--- src/rtl/core/itra_pkg.sv ---
`timescale 1ns / 1ps
`default_nettype none
// ----------------------------------------------------------------------------
// itra_pkg
// shared types and constants for the radix to ascii converter
// ----------------------------------------------------------------------------
package itra_pkg;

	localparam int RADIX_BITS = 5;
	localparam int CHAR_BITS  = 8;

	localparam logic [RADIX_BITS-1:0] RADIX_BIN   = 5'd2;
	localparam logic [RADIX_BITS-1:0] RADIX_OCT   = 5'd8;
	localparam logic [RADIX_BITS-1:0] RADIX_DEC   = 5'd10;
	localparam logic [RADIX_BITS-1:0] RADIX_HEX   = 5'd16;
	localparam logic [RADIX_BITS-1:0] RADIX_RESET = RADIX_DEC;

	localparam logic [CHAR_BITS-1:0] ERR_CHAR = 8'h00;

	localparam logic [CHAR_BITS-1:0] DIGIT_TABLE [16] = '{
		8'h30, 8'h31, 8'h32, 8'h33, 8'h34, 8'h35, 8'h36, 8'h37,
		8'h38, 8'h39, 8'h61, 8'h62, 8'h63, 8'h64, 8'h65, 8'h66
	};

	typedef enum logic [1:0] {
		RSEL_BIN,
		RSEL_OCT,
		RSEL_DEC,
		RSEL_HEX
	} radix_sel_t;

	typedef enum logic [1:0] {
		ST_IDLE,
		ST_CONV,
		ST_EMIT,
		ST_ERR
	} state_t;

endpackage
`default_nettype wire

--- src/rtl/core/itra_if.sv ---
`timescale 1ns / 1ps
`default_nettype none
// ----------------------------------------------------------------------------
// itra interfaces
// request channels for value in, characters out and radix writes
// ----------------------------------------------------------------------------
interface itra_in_if #(
	parameter int VALUE_BITS = 31
);
	logic                  valid;
	logic                  ready;
	logic [VALUE_BITS-1:0] value;

	modport source (output valid, output value, input ready);
	modport sink (input valid, input value, output ready);
endinterface

interface itra_out_if;
	logic                           valid;
	logic                           ready;
	logic [itra_pkg::CHAR_BITS-1:0] digit_char;
	logic                           last;
	logic                           bad_radix;

	modport source (output valid, output digit_char, output last, output bad_radix,
		input ready);
	modport sink (input valid, input digit_char, input last, input bad_radix,
		output ready);
endinterface

interface itra_cfg_if;
	logic                            valid;
	logic                            ready;
	logic [itra_pkg::RADIX_BITS-1:0] radix;

	modport source (output valid, output radix, input ready);
	modport sink (input valid, input radix, output ready);
endinterface
`default_nettype wire

--- src/rtl/core/itra_dabble.sv ---
`timescale 1ns / 1ps
`default_nettype none
// ----------------------------------------------------------------------------
// itra_dabble
// one shift-and-add-3 step of binary to bcd conversion
// ----------------------------------------------------------------------------
module itra_dabble #(
	parameter int NDIG = 10
) (
	input  wire logic [4*NDIG-1:0] bcd,
	input  wire logic              bit_in,
	output logic      [4*NDIG-1:0] bcd_next
);

	logic [4*NDIG-1:0] adj;

	always_comb begin
		for (int i = 0; i < NDIG; i++) begin
			if (bcd[4*i +: 4] >= 4'd5) begin
				adj[4*i +: 4] = bcd[4*i +: 4] + 4'd3;
			end else begin
				adj[4*i +: 4] = bcd[4*i +: 4];
			end
		end
	end

	assign bcd_next = {adj[4*NDIG-2:0], bit_in};

endmodule
`default_nettype wire

--- src/rtl/core/itra_digit.sv ---
`timescale 1ns / 1ps
`default_nettype none
// ----------------------------------------------------------------------------
// itra_digit
// picks one digit from the working word and maps it to ascii
// ----------------------------------------------------------------------------
module itra_digit #(
	parameter int VALUE_BITS = 31,
	parameter int NDIG       = 10,
	parameter int IW         = 5
) (
	input  wire itra_pkg::radix_sel_t                 rsel,
	input  wire logic [IW-1:0]                        idx,
	input  wire logic [VALUE_BITS-1:0]                val,
	input  wire logic [4*NDIG-1:0]                    bcd,
	output logic      [3:0]                           digit,
	output logic      [itra_pkg::CHAR_BITS-1:0]       ascii
);

	logic [4*VALUE_BITS-1:0] ext_val;
	logic [4*VALUE_BITS-1:0] ext_bcd;

	assign ext_val = (4*VALUE_BITS)'(val);
	assign ext_bcd = (4*VALUE_BITS)'(bcd);

	always_comb begin
		case (rsel)
			itra_pkg::RSEL_BIN: digit = {3'b000, ext_val[int'(idx)]};
			itra_pkg::RSEL_OCT: digit = {1'b0, ext_val[3*int'(idx) +: 3]};
			itra_pkg::RSEL_HEX: digit = ext_val[4*int'(idx) +: 4];
			itra_pkg::RSEL_DEC: digit = ext_bcd[4*int'(idx) +: 4];
			default:            digit = 4'd0;
		endcase
	end

	assign ascii = itra_pkg::DIGIT_TABLE[digit];

endmodule
`default_nettype wire

--- src/rtl/core/integer_to_radix_ascii_top.sv ---
`timescale 1ns / 1ps
`default_nettype none
// ----------------------------------------------------------------------------
// integer_to_radix_ascii_top
// converts a non-negative integer to lower-case ascii digits, msb first
// ----------------------------------------------------------------------------
// sequence: radix 2, 8, 16 emit straight after the request, from the top digit slot
//   down; radix 10 first runs VALUE_BITS bcd shift-add-3 steps in ST_CONV
// throughput: one character per cycle while the output is not stalled, leading zero
//   slots are skipped with no character; a new value is taken only back in ST_IDLE
// reset: arst_n clears the sequencer and output valid, radix returns to 10
// ----------------------------------------------------------------------------
module integer_to_radix_ascii_top #(
	parameter int VALUE_BITS = 31
) (
	input wire logic clk,
	input wire logic arst_n,
	itra_in_if.sink  din,
	itra_out_if.source dout,
	itra_cfg_if.sink cfg
);

	localparam int NDIG = (VALUE_BITS * 1233) / 4096 + 1;
	localparam int ND8  = (VALUE_BITS + 2) / 3;
	localparam int ND16 = (VALUE_BITS + 3) / 4;
	localparam int IW   = $clog2(VALUE_BITS);
	localparam int CW   = $clog2(VALUE_BITS);

	itra_pkg::state_t     state_q, state_d;
	itra_pkg::radix_sel_t rsel_q, rsel_in;

	logic [itra_pkg::RADIX_BITS-1:0] radix_q;
	logic [VALUE_BITS-1:0]           val_q;
	logic [4*NDIG-1:0]               bcd_q, bcd_next;
	logic [CW-1:0]                   cnt_q;
	logic [IW-1:0]                   idx_q, idx_top;
	logic                            started_q;
	logic                            bad_in;

	logic                            ov_q;
	logic [itra_pkg::CHAR_BITS-1:0]  ochar_q;
	logic                            olast_q, obad_q;

	logic [3:0]                      digit;
	logic [itra_pkg::CHAR_BITS-1:0]  ascii;
	logic                            acc, out_free, emit_now, idx_zero;

	logic load_out, ld_last, ld_bad, idx_dec, step_en, start_set;
	logic [itra_pkg::CHAR_BITS-1:0] ld_char;

	assign din.ready  = (state_q == itra_pkg::ST_IDLE);
	assign cfg.ready  = 1'b1;
	assign acc        = din.valid && din.ready;
	assign out_free   = !ov_q || dout.ready;
	assign idx_zero   = (idx_q == '0);
	assign emit_now   = started_q || (digit != 4'd0) || idx_zero;

	always_comb begin
		bad_in  = 1'b0;
		rsel_in = itra_pkg::RSEL_DEC;
		case (radix_q)
			itra_pkg::RADIX_BIN: rsel_in = itra_pkg::RSEL_BIN;
			itra_pkg::RADIX_OCT: rsel_in = itra_pkg::RSEL_OCT;
			itra_pkg::RADIX_DEC: rsel_in = itra_pkg::RSEL_DEC;
			itra_pkg::RADIX_HEX: rsel_in = itra_pkg::RSEL_HEX;
			default:             bad_in  = 1'b1;
		endcase
	end

	always_comb begin
		case (rsel_in)
			itra_pkg::RSEL_BIN: idx_top = IW'(VALUE_BITS - 1);
			itra_pkg::RSEL_OCT: idx_top = IW'(ND8 - 1);
			itra_pkg::RSEL_HEX: idx_top = IW'(ND16 - 1);
			default:            idx_top = IW'(NDIG - 1);
		endcase
	end

	itra_dabble #(.NDIG(NDIG)) u_dabble (
		.bcd      (bcd_q),
		.bit_in   (val_q[VALUE_BITS-1]),
		.bcd_next (bcd_next)
	);

	itra_digit #(.VALUE_BITS(VALUE_BITS), .NDIG(NDIG), .IW(IW)) u_digit (
		.rsel  (rsel_q),
		.idx   (idx_q),
		.val   (val_q),
		.bcd   (bcd_q),
		.digit (digit),
		.ascii (ascii)
	);

	// next state
	always_comb begin
		state_d = state_q;
		case (state_q)
			itra_pkg::ST_IDLE: begin
				if (acc) begin
					if (bad_in) begin
						state_d = itra_pkg::ST_ERR;
					end else if (rsel_in == itra_pkg::RSEL_DEC) begin
						state_d = itra_pkg::ST_CONV;
					end else begin
						state_d = itra_pkg::ST_EMIT;
					end
				end
			end
			itra_pkg::ST_CONV: begin
				if (cnt_q == CW'(VALUE_BITS - 1)) begin
					state_d = itra_pkg::ST_EMIT;
				end
			end
			itra_pkg::ST_EMIT: begin
				if (out_free && emit_now && idx_zero) begin
					state_d = itra_pkg::ST_IDLE;
				end
			end
			itra_pkg::ST_ERR: begin
				if (out_free) begin
					state_d = itra_pkg::ST_IDLE;
				end
			end
			default: state_d = itra_pkg::ST_IDLE;
		endcase
	end

	// sequencer outputs
	always_comb begin
		load_out  = 1'b0;
		ld_char   = itra_pkg::ERR_CHAR;
		ld_last   = 1'b0;
		ld_bad    = 1'b0;
		idx_dec   = 1'b0;
		step_en   = 1'b0;
		start_set = 1'b0;
		case (state_q)
			itra_pkg::ST_CONV: begin
				step_en = 1'b1;
			end
			itra_pkg::ST_EMIT: begin
				if (out_free) begin
					if (emit_now) begin
						load_out  = 1'b1;
						ld_char   = ascii;
						ld_last   = idx_zero;
						start_set = 1'b1;
					end
					idx_dec = !idx_zero;
				end
			end
			itra_pkg::ST_ERR: begin
				if (out_free) begin
					load_out = 1'b1;
					ld_last  = 1'b1;
					ld_bad   = 1'b1;
				end
			end
			default: begin
				load_out = 1'b0;
			end
		endcase
	end

	always_ff @(posedge clk or negedge arst_n) begin
		if (!arst_n) begin
			state_q   <= itra_pkg::ST_IDLE;
			radix_q   <= itra_pkg::RADIX_RESET;
			ov_q      <= 1'b0;
			started_q <= 1'b0;
			cnt_q     <= '0;
			idx_q     <= '0;
			rsel_q    <= itra_pkg::RSEL_DEC;
		end else begin
			state_q <= state_d;
			if (cfg.valid) begin
				radix_q <= cfg.radix;
			end
			if (load_out) begin
				ov_q <= 1'b1;
			end else if (dout.ready) begin
				ov_q <= 1'b0;
			end
			if (acc) begin
				started_q <= 1'b0;
				cnt_q     <= '0;
				idx_q     <= (rsel_in == itra_pkg::RSEL_DEC) ? IW'(NDIG - 1) : idx_top;
				rsel_q    <= rsel_in;
			end else begin
				if (start_set) begin
					started_q <= 1'b1;
				end
				if (step_en) begin
					cnt_q <= cnt_q + CW'(1);
				end
				if (idx_dec) begin
					idx_q <= idx_q - IW'(1);
				end
			end
		end
	end

	// payload, no reset
	always_ff @(posedge clk) begin
		if (acc) begin
			val_q <= din.value;
			bcd_q <= '0;
		end else if (step_en) begin
			val_q <= {val_q[VALUE_BITS-2:0], 1'b0};
			bcd_q <= bcd_next;
		end
		if (load_out) begin
			ochar_q <= ld_char;
			olast_q <= ld_last;
			obad_q  <= ld_bad;
		end
	end

	assign dout.valid      = ov_q;
	assign dout.digit_char = ochar_q;
	assign dout.last       = olast_q;
	assign dout.bad_radix  = obad_q;

endmodule
`default_nettype wire

--- src/flat_wrapper.sv ---
// flat-port wrapper written by rule: the top's interface ports become plain ports
module integer_to_radix_ascii_top_flat 
#(
	parameter int VALUE_BITS = 31
)
  (clk, arst_n, din_valid, din_value, din_ready, dout_valid, dout_digit_char, dout_last, dout_bad_radix, dout_ready, cfg_valid, cfg_radix, cfg_ready);
  itra_in_if #(.VALUE_BITS(VALUE_BITS)) din_i ();
  itra_out_if dout_i ();
  itra_cfg_if cfg_i ();
  input wire logic clk;
  input wire logic arst_n;
  input wire logic [$bits(din_i.valid)-1:0] din_valid;
  input wire logic [$bits(din_i.value)-1:0] din_value;
  output wire logic [$bits(din_i.ready)-1:0] din_ready;
  output wire logic [$bits(dout_i.valid)-1:0] dout_valid;
  output wire logic [$bits(dout_i.digit_char)-1:0] dout_digit_char;
  output wire logic [$bits(dout_i.last)-1:0] dout_last;
  output wire logic [$bits(dout_i.bad_radix)-1:0] dout_bad_radix;
  input wire logic [$bits(dout_i.ready)-1:0] dout_ready;
  input wire logic [$bits(cfg_i.valid)-1:0] cfg_valid;
  input wire logic [$bits(cfg_i.radix)-1:0] cfg_radix;
  output wire logic [$bits(cfg_i.ready)-1:0] cfg_ready;
  assign din_i.valid = din_valid;
  assign din_i.value = din_value;
  assign din_ready = din_i.ready;
  assign dout_valid = dout_i.valid;
  assign dout_digit_char = dout_i.digit_char;
  assign dout_last = dout_i.last;
  assign dout_bad_radix = dout_i.bad_radix;
  assign dout_i.ready = dout_ready;
  assign cfg_i.valid = cfg_valid;
  assign cfg_i.radix = cfg_radix;
  assign cfg_ready = cfg_i.ready;
  integer_to_radix_ascii_top #(.VALUE_BITS(VALUE_BITS)) u_core (.clk(clk), .arst_n(arst_n), .din(din_i), .dout(dout_i), .cfg(cfg_i));
endmodule
--- config.mk ---
export PLATFORM = sky130hd
export DESIGN_NAME = integer_to_radix_ascii_top_flat
export DESIGN_NICKNAME = d
export VERILOG_FILES = /design/src/rtl/core/itra_pkg.sv /design/src/rtl/core/itra_if.sv /design/src/rtl/core/itra_dabble.sv /design/src/rtl/core/itra_digit.sv /design/src/rtl/core/integer_to_radix_ascii_top.sv /design/src/flat_wrapper.sv
export SDC_FILE = /design/constraint.sdc
export NUM_CORES = 1
export LEC_CHECK = 0
export BUFFER_PORTS_ARGS = -buffer_cell sky130_fd_sc_hd__buf_4
export CORE_UTILIZATION = 56
export DETAILED_ROUTE_END_ITERATION = 8
export GPL_ROUTABILITY_DRIVEN = 0
export PLACE_DENSITY_LB_ADDON = 0.15
export RECOVER_POWER = 50
export REMOVE_ABC_BUFFERS = 1
export SLEW_MARGIN = 5
export SYNTH_ARGS = -nofsm -noshare
export SYNTH_HDL_FRONTEND = slang
export SYNTH_SLANG_ARGS = --single-unit
--- constraint.sdc ---
create_clock -name clk -period 3.75 [get_ports clk]
set_clock_uncertainty 0.05 [all_clocks]
set_input_delay 0.5625 -clock clk [delete_from_list [all_inputs] [get_ports clk]]
set_output_delay 0.5625 -clock clk [all_outputs]
set_load 0.01 [all_outputs]
=== Word level (Yosys, flattened, before mapping) ===
Memory sizes are Yosys's and may differ from the RTL's. A register that Yosys moved wholly into a read port is not among the register bits.
Cells that the tools add are included.

* Memory bits (read-only): 128
* Memories: 1
* Bits in latches: 0
* Output and inout port bits: 13
* Register bits after elaboration: 94
* Logic and storage cells: 123
* Memory bits (writable): 0

{| class="wikitable"
|+ Memories
! name !! words !! bits a word !! rd ports !! clocked after memory_dff !! wr ports !! RTL line !! text
|-
| (name not given) || 16 || 8 || 1 || 1 || 0 || itra_digit.sv:36 || <nowiki>assign ascii = itra_pkg::DIGIT_TABLE[digit];</nowiki>
|}

* Add/subtract/negate cells: 12
* Mux-type cells: 44
* Reduce and logical (&&, ||, !) cells: 21
* Equality and inequality tests: 18
* Divide/modulo/power cells: 0
* Multiply operators: 1
* $lt $le $gt $ge: 11
* Shifts and indexed selects: 3
* Bitwise gates (word level): 1

{| class="wikitable"
|+ Operators by type and width
! kind !! count
|-
| $shiftx A124 B8 Y4 || 2
|-
| $shiftx A124 B8 Y3 || 1
|-
| $mux W31 || 2
|-
| $ge A4 B3 Y1 const B || 10
|-
| $add A4 B2 Y4 const B || 9
|-
| $mux W4 || 9
|-
| $mux W5 || 5
|-
| $pmux W4 S4 || 1
|-
| $pmux W5 S3 || 1
|-
| $mux W1 || 14
|-
| $eq A2 B2 Y1 const B || 6
|-
| $mux W2 || 6
|-
| $eq A5 B4 Y1 const B || 2
|-
| $eq A5 B5 Y1 const B || 2
|-
| $lt A5 B8 Y1 const B || 1
|-
| $pmux W2 S4 || 1
|-
| $reduce_bool A2 Y1 || 4
|-
| $mul A2 B5 Y7 const A || 1
|-
| $eq A2 B1 Y1 const B || 3
|-
| $logic_not A2 Y1 || 3
|-
| $ne A2 B1 Y1 const B || 3
|-
| $pmux W2 S3 || 1
|-
| $add A5 B1 Y5 const B || 1
|-
| $bmux W1 S5 || 1
|-
| other kinds (15) || 22
|}

=== Logic depth before layout (Yosys ltp) ===
* Depth in word-level cells: 11
* Gate-level depth with buffers: 13
* Mapped depth without buffers: 10

=== Modules after synthesis ===
From an unflattened synthesis, not the netlist that was laid out.

* Cell total of the unflattened synthesis: 753
* Area total of the unflattened synthesis: 6,732.7 um^2

{| class="wikitable"
|+ By module, submodules not included
! module !! area an instance (um^2) !! cells each !! seq. area each (um^2) !! times used
|-
| integer_to_radix_ascii_top || 4,217.8 || 437 || 2,561.2 || 1
|-
| itra_digit || 1,514.0 || 159 || 0.0 || 1
|-
| itra_dabble || 1,001.0 || 157 || 0.0 || 1
|}

=== Least setup slack after synthesis ===
OpenSTA, ideal clock, no wires.

* Kind: reg2reg
* Start point: register u_core.idx_q[0]
* End point: register u_core.obad_q, in the netlist u_core.dout.bad_radix (enable)
* Arrival: 2.712 ns
* Setup slack: 0.715 ns
* Stages on the path, launching flop included: 11
* Path buffers: 2
* Data required time: 3.427 ns
* Path through: dfrtp_1 > buf_4 > buf_4 > mux4_2 > o211ai_1 > o311ai_1 > a21oi_2 > ha_1 > nor4b_4 > a21oi_2 > or2_2

* Longest elaborated chain between the ends: 9
* Elaborated cells on any way between the ends: 14
* Those cells by class: mul: 1; shift: 3; mux: 6; reduce/logical: 4

{| class="wikitable"
|+ RTL lines
! what !! RTL line !! text
|-
| start, declared || integer_to_radix_ascii_top.sv:36 || <nowiki>logic [IW-1:0] idx_q, idx_top;</nowiki>
|-
| start signal, assigned || integer_to_radix_ascii_top.sv:187 || <nowiki>idx_q <= (rsel_in == itra_pkg::RSEL_DEC) ? IW'(NDIG - 1) : idx_top;</nowiki>
|-
| start signal, assigned || integer_to_radix_ascii_top.sv:197 || <nowiki>idx_q <= idx_q - IW'(1);</nowiki>
|-
| $mul A2 B5 Y7 / $bmux W1 S5 (equally long branches) || itra_digit.sv:29, itra_digit.sv:28 ||
|-
| $shiftx A124 B8 Y3 / $mux W1 (equally long branches) || itra_digit.sv:29, itra_digit.sv:28 ||
|-
| $pmux W4 S4 || itra_digit.sv:27 || <nowiki>case (rsel)</nowiki>
|-
| $reduce_bool A4 Y1 || integer_to_radix_ascii_top.sv:56 || <nowiki>assign emit_now = started_q || (digit != 4'd0) || idx_zero;</nowiki>
|-
| $logic_or A1 B1 Y1 || integer_to_radix_ascii_top.sv:56 ||
|-
| $logic_or A1 B1 Y1 * || integer_to_radix_ascii_top.sv:56 ||
|-
| $mux W1 * || integer_to_radix_ascii_top.sv:143 || <nowiki>if (emit_now) begin</nowiki>
|-
| $mux W1 * || integer_to_radix_ascii_top.sv:142 || <nowiki>if (out_free) begin</nowiki>
|-
| $pmux W1 S2 * || integer_to_radix_ascii_top.sv:137 || <nowiki>case (state_q)</nowiki>
|-
| named net u_core.load_out || integer_to_radix_ascii_top.sv:48 || <nowiki>logic load_out, ld_last, ld_bad, idx_dec, step_en, start_set;</nowiki>
|-
| end signal, assigned || integer_to_radix_ascii_top.sv:215 || <nowiki>obad_q <= ld_bad;</nowiki>
|-
| end, declared || integer_to_radix_ascii_top.sv:42 || <nowiki>logic olast_q, obad_q;</nowiki>
|}

Mark *: on every way through the listed nets, which the timed path passes. The rest lies on a longest branch. The select of a mux whose other input is x is not followed.
A chain may end at the register's enable or synchronous reset.

=== Worst setup path in the final report ===
* Start point: register u_core.idx_q[1]
* End point: register u_core.ochar_q, in the netlist u_core.dout.digit_char[3] (enable)

* Longest elaborated chain between the ends: 9
* Elaborated cells on any way between the ends: 17
* Those cells by class: mul: 1; shift: 3; mux: 6; bitwise: 1; reduce/logical: 6

{| class="wikitable"
|+ RTL lines
! what !! RTL line !! text
|-
| $mul A2 B5 Y7 / $bmux W1 S5 (equally long branches) || itra_digit.sv:29, itra_digit.sv:28 ||
|-
| $shiftx A124 B8 Y3 / $mux W1 (equally long branches) || itra_digit.sv:29, itra_digit.sv:28 ||
|-
| $pmux W4 S4 || itra_digit.sv:27 ||
|-
| $reduce_bool A4 Y1 || integer_to_radix_ascii_top.sv:56 ||
|-
| $logic_or A1 B1 Y1 || integer_to_radix_ascii_top.sv:56 ||
|-
| $logic_or A1 B1 Y1 * || integer_to_radix_ascii_top.sv:56 ||
|-
| $mux W1 * || integer_to_radix_ascii_top.sv:143 ||
|-
| $mux W1 * || integer_to_radix_ascii_top.sv:142 ||
|-
| $pmux W1 S2 * || integer_to_radix_ascii_top.sv:137 ||
|-
| named net u_core.load_out || integer_to_radix_ascii_top.sv:48 ||
|-
| end, declared || integer_to_radix_ascii_top.sv:41 || <nowiki>logic [itra_pkg::CHAR_BITS-1:0] ochar_q;</nowiki>
|}

Marked as above.

==> impl_metrics.json <==
{
  "antenna_found_initial": 0,
  "hold_viol": 0,
  "hold_buffers": 1,
  "dpl_cell_area_mm2": 0.00672,
  "synth_area_leader_cell": "edfxtp_1",
  "routed_wl_um": 14300,
  "final_design_area_no_fill_mm2": 0.00685,
  "layout-area-overhead-vs-synth_pct": 10.1,
  "grt_pass1_vias": 4732,
  "grt_use_total_pct": 26.1,
  "start_kind": "register",
  "worstSetupEndpointType": "register",
  "ys_ff_latch": 101,
  "timing.fmax_mhz": 290,
  "grt_pass1_wl_um": 23200,
  "h-tree-depth": 3,
  "synthDominantCellAreaShare_pct": 19.3,
  "synth.most_common_cell": "nand2_1",
  "fin_crit_sh_pct": 92.0,
  "core-area_mm2": 0.0108,
  "netlist_instances": 654,
  "yosys_warnings": 0,
  "critical_path_arrival_ps": 3530,
  "powerDensity_mw_per_mm2": 732,
  "die-height_um": 107,
  "ant_nets": 0,
  "worstPathCellList": "buf_4 -> mux2_2 -> a221o_1 -> o211ai_1 -> o311ai_1 -> a21oi_2 -> ha_1 -> nor4b_4 -> a21oi_2 -> or2_2",
  "cts_buffer_depth": 2,
  "synth_commonest_cells": "118 x nand2_1, 53 x o21ai_0, 51 x nand3_1",
  "dpl.hpwl_um": 10200,
  "synth_edf_count": 40,
  "status": "finished with violations",
  "vias_per_cell": 5.97,
  "cpMostUsedCell": "a21oi_2",
  "root_buffer": "clkbuf_8",
  "holdWs_ps": 352,
  "drc": 0,
  "relSlewSlack_pct": -46.3,
  "cts_inserted_buffers": 9,
  "violations": "max-capacitance violations, max-slew violations",
  "post_drt_wl_per_cell_um": 17.1,
  "cts_sinks": 101,
  "p_leak_nw": 2.68,
  "drive_gt1_share_pct": 15.9,
  "critPathBufInv": 1,
  "period_minus_slack_ps": 3450,
  "start_util_pct": 57.4,
  "antenna_cells": 0,
  "syn-cell-area_mm2": 0.00622,
  "globalRoute.totalOverflow": 0,
  "cp_data_required_time_ps": 3830,
  "worstMarginPinSlew_ps": 2190,
  "slew_violations": 111,
  "io_buffers": 51,
  "r2r-start": "u_core.idx_q[1]",
  "fin_util_pct": 63.2,
  "clk_latency_ps": 390,
  "placed_cells": 821,
  "cpLargestDelayFamily": "compound AO/OA/AOI/OAI gates",
  "num_rows": 38,
  "cp_slowest_cell": "dfrtp_1",
  "hold_class": "input port to register",
  "drtPass1Iterations": 5,
  "num-nets-final": 763,
  "cts.clk_slew.worst_paths_ps": 90,
  "min_from": "cfg_radix[4]",
  "cp_max_fo": 20,
  "synth_cell_types": 63,
  "grt_max_degree": 63,
  "synth_area_leaders": "edfxtp_1 19%, dfxtp_1 13%, mux4_2 8.7%",
  "maxCapViolCount": 2,
  "setup_viol": 0,
  "die_width_um": 107,
  "pin_count": 54,
  "synth_flop_cell": "edfxtp_1",
  "first_iter_violations": 369,
  "syn_area_per_cell_um2": 9.51,
  "cts_resized": 0,
  "async_reset_ff_share_pct": 20.8,
  "slowest_delay_ps": 610,
  "post_cts_buffers": 0,
  "die_area_mm2": 0.0115,
  "crit_type": "register to register",
  "ir_worst_vdd_mv": 0.391,
  "timing.critical_path.from": "u_core.idx_q[1]",
  "fin_tns_setup_ps": 0,
  "yosysSeqAreaShare_pct": 40.7,
  "vias": 5004,
  "rsz0062_at_grt": "no",
  "cts_tree": "built",
  "fin_cells": 838
}
==> area by class of cell <==
| class | count | area [um2] |
|---|---|---|
| clock inverters | 7 | 65.1 |
| multi-input cells | 482 | 3380 |
| inverters | 34 | 128 |
| well taps | 140 | 175 |
| flip-flops and latches | 101 | 2530 |
| fillers | 953 | 3990 |
| repair buffers | 65 | 448 |
| clock buffers | 9 | 124 |
==> power breakdown <==
part	internal (mW)	leakage [nW]	switching [mW]
sequential	1.55	0.948	0.417
clock	0.304	0.0930	0.386
combinational	1.09	1.64	1.26
total	2.95	2.68	2.07
==> through the flow <==
step	setup WS, ps	total power [mW]
floorplan	-813	3.68
global placement	374	4.28
detailed placement	299	4.38
CTS	292	5.08
global route	75.7	5.40
finish	300	5.02
==> path summary, 6_finish.rpt <==
check                                       endpoint  slack, ps  depth (start not counted)
min reg2reg                         u_core.bcd_q[39]        460                          2
max                        u_core.dout.digit_char[3]        300                         10
min in group asynchronous            u_core.cnt_q[2]        900                          2
max in group asynchronous          u_core.radix_q[4]       2030                          2
max reg2reg                u_core.dout.digit_char[3]        300                         10
min                                u_core.radix_q[4]        350                          2
==> worst register-to-register path, stage by stage (launching register included) <==
cell and delay (ps):
dfrtp_1 610, buf_4 350, mux2_2 370, a221o_1 290
o211ai_1 100, o311ai_1 150, a21oi_2 310, ha_1 210
nor4b_4 220, a21oi_2 130, or2_2 400
==> kinds of logic (layout without fill, tap and decap cells) <==
group                      after synthesis  count (layout)  synth area share (%)
AOI/OAI and AO/OA                      133             133                  13.4
xor gates and xnor gates                25              25                  3.52
adders and majority gates               29              29                  5.83
buffers and inverters                   71             115                  4.99
DFF                                    101             101                  40.7
muxes                                   51              51                  13.5
other                                    2               2                 0.121
and+or+nand+nor                        242             242                  18.0
==> routing by layer <==
| layer | global-route usage (%) | routed length [um] | vias up |
|---|---|---|---|
| met5 | 0 | 0 | - |
| met4 | 11.0 | 378 | 0 |
| met3 | 4.84 | 750 | 32 |
| met2 | 42.3 | 6920 | 150 |
| met1 | 34.2 | 6260 | 2397 |
| li1 | - | - | 2425 |
==> registers in the layout (all words and copies together) (netlist names) <==
name	count
u_core.bcd_q	40
u_core.val_q	31
u_core.dout.digit_char	7
u_core.cnt_q	5
u_core.idx_q	5
u_core.radix_q	5
u_core.rsel_q	2
u_core.state_q	2
u_core.dout.bad_radix	1
u_core.dout.last	1
u_core.dout.valid	1
u_core.started_q	1
==> placed cells by master, fill, tap and decap left out, types with 7 or more instances in the layout <==
cell type,synthesis,layout
o21ai_0,53,53
dfxtp_1,40,40
a21oi_1,32,32
dfrtp_1,18,18
mux2_2,11,11
xor2_1,11,11
inv_1,31,31
mux4_2,24,24
nor2_1,24,24
nand3_1,51,51
o31ai_1,13,13
buf_4,6,48
edfxtp_1,40,40
clkbuf_8,0,9
xnor2_1,14,14
ha_1,29,29
nand2_1,118,118
nor3_1,7,7
mux2i_1,15,15
clkbuf_1,23,14
nand2b_1,16,16
(Power assumes the default switching activity.)
